--- src/design/dfir_ram.sv ---
// dfir_ram: generic single write port, single read port ram
// read data is registered; no dependencies
`timescale 1ns / 1ps

module dfir_ram #(
  parameter int WIDTH = 16,
  parameter int DEPTH = 256
) (
  input  logic                     clk,
  input  logic                     wr_en,
  input  logic [$clog2(DEPTH)-1:0] wr_addr,
  input  logic [WIDTH-1:0]         wr_data,
  input  logic                     rd_en,
  input  logic [$clog2(DEPTH)-1:0] rd_addr,
  output logic [WIDTH-1:0]         rd_data
);

  logic [WIDTH-1:0] mem [DEPTH];

  // write port
  always_ff @(posedge clk) begin
    if (wr_en) begin
      mem[wr_addr] <= wr_data;
    end
  end

  // registered read port
  always_ff @(posedge clk) begin
    if (rd_en) begin
      rd_data <= mem[rd_addr];
    end
  end

endmodule

--- config.mk ---
export PLATFORM = sky130hd
export DESIGN_NAME = dfir_ram
export DESIGN_NICKNAME = d
export VERILOG_FILES = /design/src/design/dfir_ram.sv
export SDC_FILE = /design/constraint.sdc
export NUM_CORES = 2
export LEC_CHECK = 0
export BUFFER_PORTS_ARGS = -buffer_cell sky130_fd_sc_hd__buf_2
export CORE_MARGIN = 2
export CORE_UTILIZATION = 40
export DETAILED_ROUTE_END_ITERATION = 8
export RECOVER_POWER = 100
export SYNTH_ARGS = -nofsm -noshare
export SYNTH_HDL_FRONTEND = slang
export SYNTH_SLANG_ARGS = --single-unit
--- constraint.sdc ---
create_clock -name clk -period 7 [get_ports clk]
set_clock_uncertainty 0.15 [all_clocks]
set_input_delay 1.4 -clock clk [delete_from_list [all_inputs] [get_ports clk]]
set_output_delay 1.4 -clock clk [all_outputs]
set_load 0.02 [all_outputs]
==> run_results.csv <==
group,metric,value,unit
run_status,status,"finished with violations",
run_status,violations,"max-capacitance violations, max-slew violations",
clocking,root_buffer,"clkbuf_16",
clocking,htree_levels,5,
placement,io_buffers,50,
clocking,postCtsHoldBufs,0,
routing,drtAntennaViolNets,0,
critical_path,end_kind,"flip-flop",
sta,finalSetupViolations,0,
floorplanning,die-height,634,um
global_route,grt-ovfl-total,0,
placement,dp.final_hpwl,251000,um
floorplanning,top_level_ports,51,
routing,drt_iter0_markers,9730,
critical_path,cp.arrival,6200,ps
min_path,holdCritStartpoint,"wr_data[4]",
critical_path,r2r-start,"mem[138][15]",
finish,fin_nets,7794,
critical_path,cp_max_fo,56,
sta,whs,766,ps
finish,fin_area,179000,um2
floorplanning,die_area,402000,um2
routing,routed_via_density,5.90,
min_path,hold_depth,1,
clocking,cts_buffers,399,
synth,yosys-top-cells-count,"edfxtp_1, mux4_2, mux2i_1, nor2_1, o221ai_1",
clocking,clkSinkCount,4112,
routing,num_vias,78700,
pwr,p_per_area,285,nW/um2
synth,yosys.area.top_type_share,0.777,
sta,drv_slew,3310,
routing,routed_wl,428000,um
synth,synth.cell_area,159000,um2
synth,synth-async-reset-ratio,0,
critical_path,cpMaxStageDelayCell,"clkbuf_2",
clocking,post_cts_resized,0,
sta,final.period_utilization,0.816,
synth,synth.distinct_cells,51,
sta,slew_headroom,-2.57,
global_route,grt_pass1_vias,78000,
placement,dpl_cell_area,167000,um2
synth,ys_seq_area_frac,0.777,
critical_path,critical_path_class,"in2reg",
finish,postLayoutCoreUtil,0.452,
finish,fillCellCount,32800,
sta,worst_pin_slew,5350,ps
critical_path,critPathMostFrequentCell,"buf_12",
critical_path,r2r_slack,3280,ps
sta,rsz0062_at_grt,"false",
finish,syn2layout_area_growth,12.5,%
synth,synth.most_common_cell,"edfxtp_1",
global_route,grt_pass1_wl,599000,um
sta,finalCriticalPeriod,5710,ps
critical_path,cpPeakStageDelay,1300,ps
clocking,insertion_delay,980,ps
clocking,cts_max_path_buffers,4,
global_route,antenna_found_initial,25,
min_path,hp-class,"in2reg",
finish,register_area,123000,um2
synth,synthFlopType,"edfxtp_1",
placement,placed_cells,12600,
clocking,clk_pin_slew_worst_paths,60,ps
routing,drc,0,
global_route,grt_max_degree,192,
sta,finalHoldViolCount,0,
synth,synth_area_leader_cell,"edfxtp_1",
floorplanning,rows,231,
pwr,ir_drop,208,uV
synth,ys_seq_elements,4112,
routing,wire_per_inst,32.1,um
critical_path,r2r-end,"rd_data[15]",
critical_path,crit_chain,"buf_12 -> buf_12 -> clkbuf_2 -> buf_4 -> mux2i_1 -> o221ai_1 -> o22ai_1 -> a21oi_1 -> nand4_1 -> nor4_1",
critical_path,critPathRequiredTime,7490,ps
finish,multiInputGateArea,32900,um2
floorplanning,die_w,634,um
sta,fin_setup_tns,0,ps
synth,synth_nets,7395,
global_route,grt_use_total,0.210,
synth,synthCells,7360,
synth,synth_edf_count,4112,
pwr,p_leak,55.2,nW
placement,routabilityCongestion,0.889,
floorplanning,start_util,0.402,
critical_path,ff2ff_path_depth,7,
sta,max_freq,175,MHz
synth,synth.avg_cell_area,21.6,um2
clocking,post_cts_buffers,0,
critical_path,start_kind,"primary input",
synth,synth.area.top_cells,"edfxtp_1, mux4_2, mux2i_1",
floorplanning,core-area,396000,um2
run,cap_violations,111,
synth,yosysWarnings,0,
routing,dr.pass1.iters,6,
finish,drive_gt1_frac,0.208,
clocking,cts_tree,"yes",
finish,fin_cells,13300,
min_path,hold_path_end,"mem[57][4]",
## where the power goes
part	internal (mW)	switching, mW	total [mW]
registers	27.2	0.0360	27.2
clock network	11.9	9.23	21.1
logic	0.825	1.67	2.49
total	39.9	10.9	50.9
## cell families after synthesis
group	share of synthesized area
compound gates	0.0353
mux	0.155
buf+inv	0.0169
flops	0.777
simple gates	0.0157
## cell type report
class,count,share of cell area
clock buffer,477,0.0575
sequential,4112,0.691
tap,5242,0.0367
multi-input combinational,2792,0.184
inverter,4,0.000154
antenna,18,0.000252
timing repair buffer,450,0.0164
clock inverter,247,0.0138
## registers in the layout, indices dropped and copies added (netlist names)
signal   flops
rd_data     16
mem       4096
## how the worst max path moves through the flow
| stage | startpoint | endpoint | depth (start not counted) |
|---|---|---|---|
| after floorplan | rd_addr[0] | rd_data[4] | 8 |
| after global placement | rd_addr[0] | rd_data[10] | 9 |
| after detailed placement | rd_addr[0] | rd_data[12] | 9 |
| after CTS | rd_addr[0] | rd_data[12] | 9 |
| after global routing | wr_data[2] | mem[140][2] | 1 |
| final | rd_addr[0] | rd_data[0] | 10 |
## through the flow
step | worst slack, ps | power [mW]
finish | 1290 | 50.9
global route | 1050 | 52.2
detailed placement | 1030 | 30.2
floorplan | 3200 | 29.0
CTS | 2050 | 51.2
global placement | 801 | 30.2
## layer usage
layer | routed length, um | vias up | track usage
li1 | - | 32100 | -
met1 | 170000 | 42400 | 0.287
met2 | 207000 | 3530 | 0.339
met3 | 34200 | 676 | 0.0338
met4 | 17000 | 0 | 0.0767
met5 | 0 | - | 0
## placed cells by master (no fill, tap or decap), drive strengths merged, types with 20 or more instances in the layout
master / n
edfxtp: 4112
mux4: 797
clkbuf: 741
mux2i: 565
nor2: 304
o221ai: 253
buf: 184
clkinv: 181
a21oi: 175
o22ai: 148
nor3: 92
mux2: 88
a22oi: 43
bufinv: 38
nand2: 38
o21ai: 38
nand3: 35
a22o: 32
a221oi: 28
nand4: 26
o32ai: 21
inv: 20
## critical path, delay by kind of cell
family,cells,cell delay [ps]
buffers and inverters,4,2630
and+or+nand+nor,2,1060
AOI/OAI and AO/OA,3,820
muxes,1,130
Power figures use the tool's default switching activity.
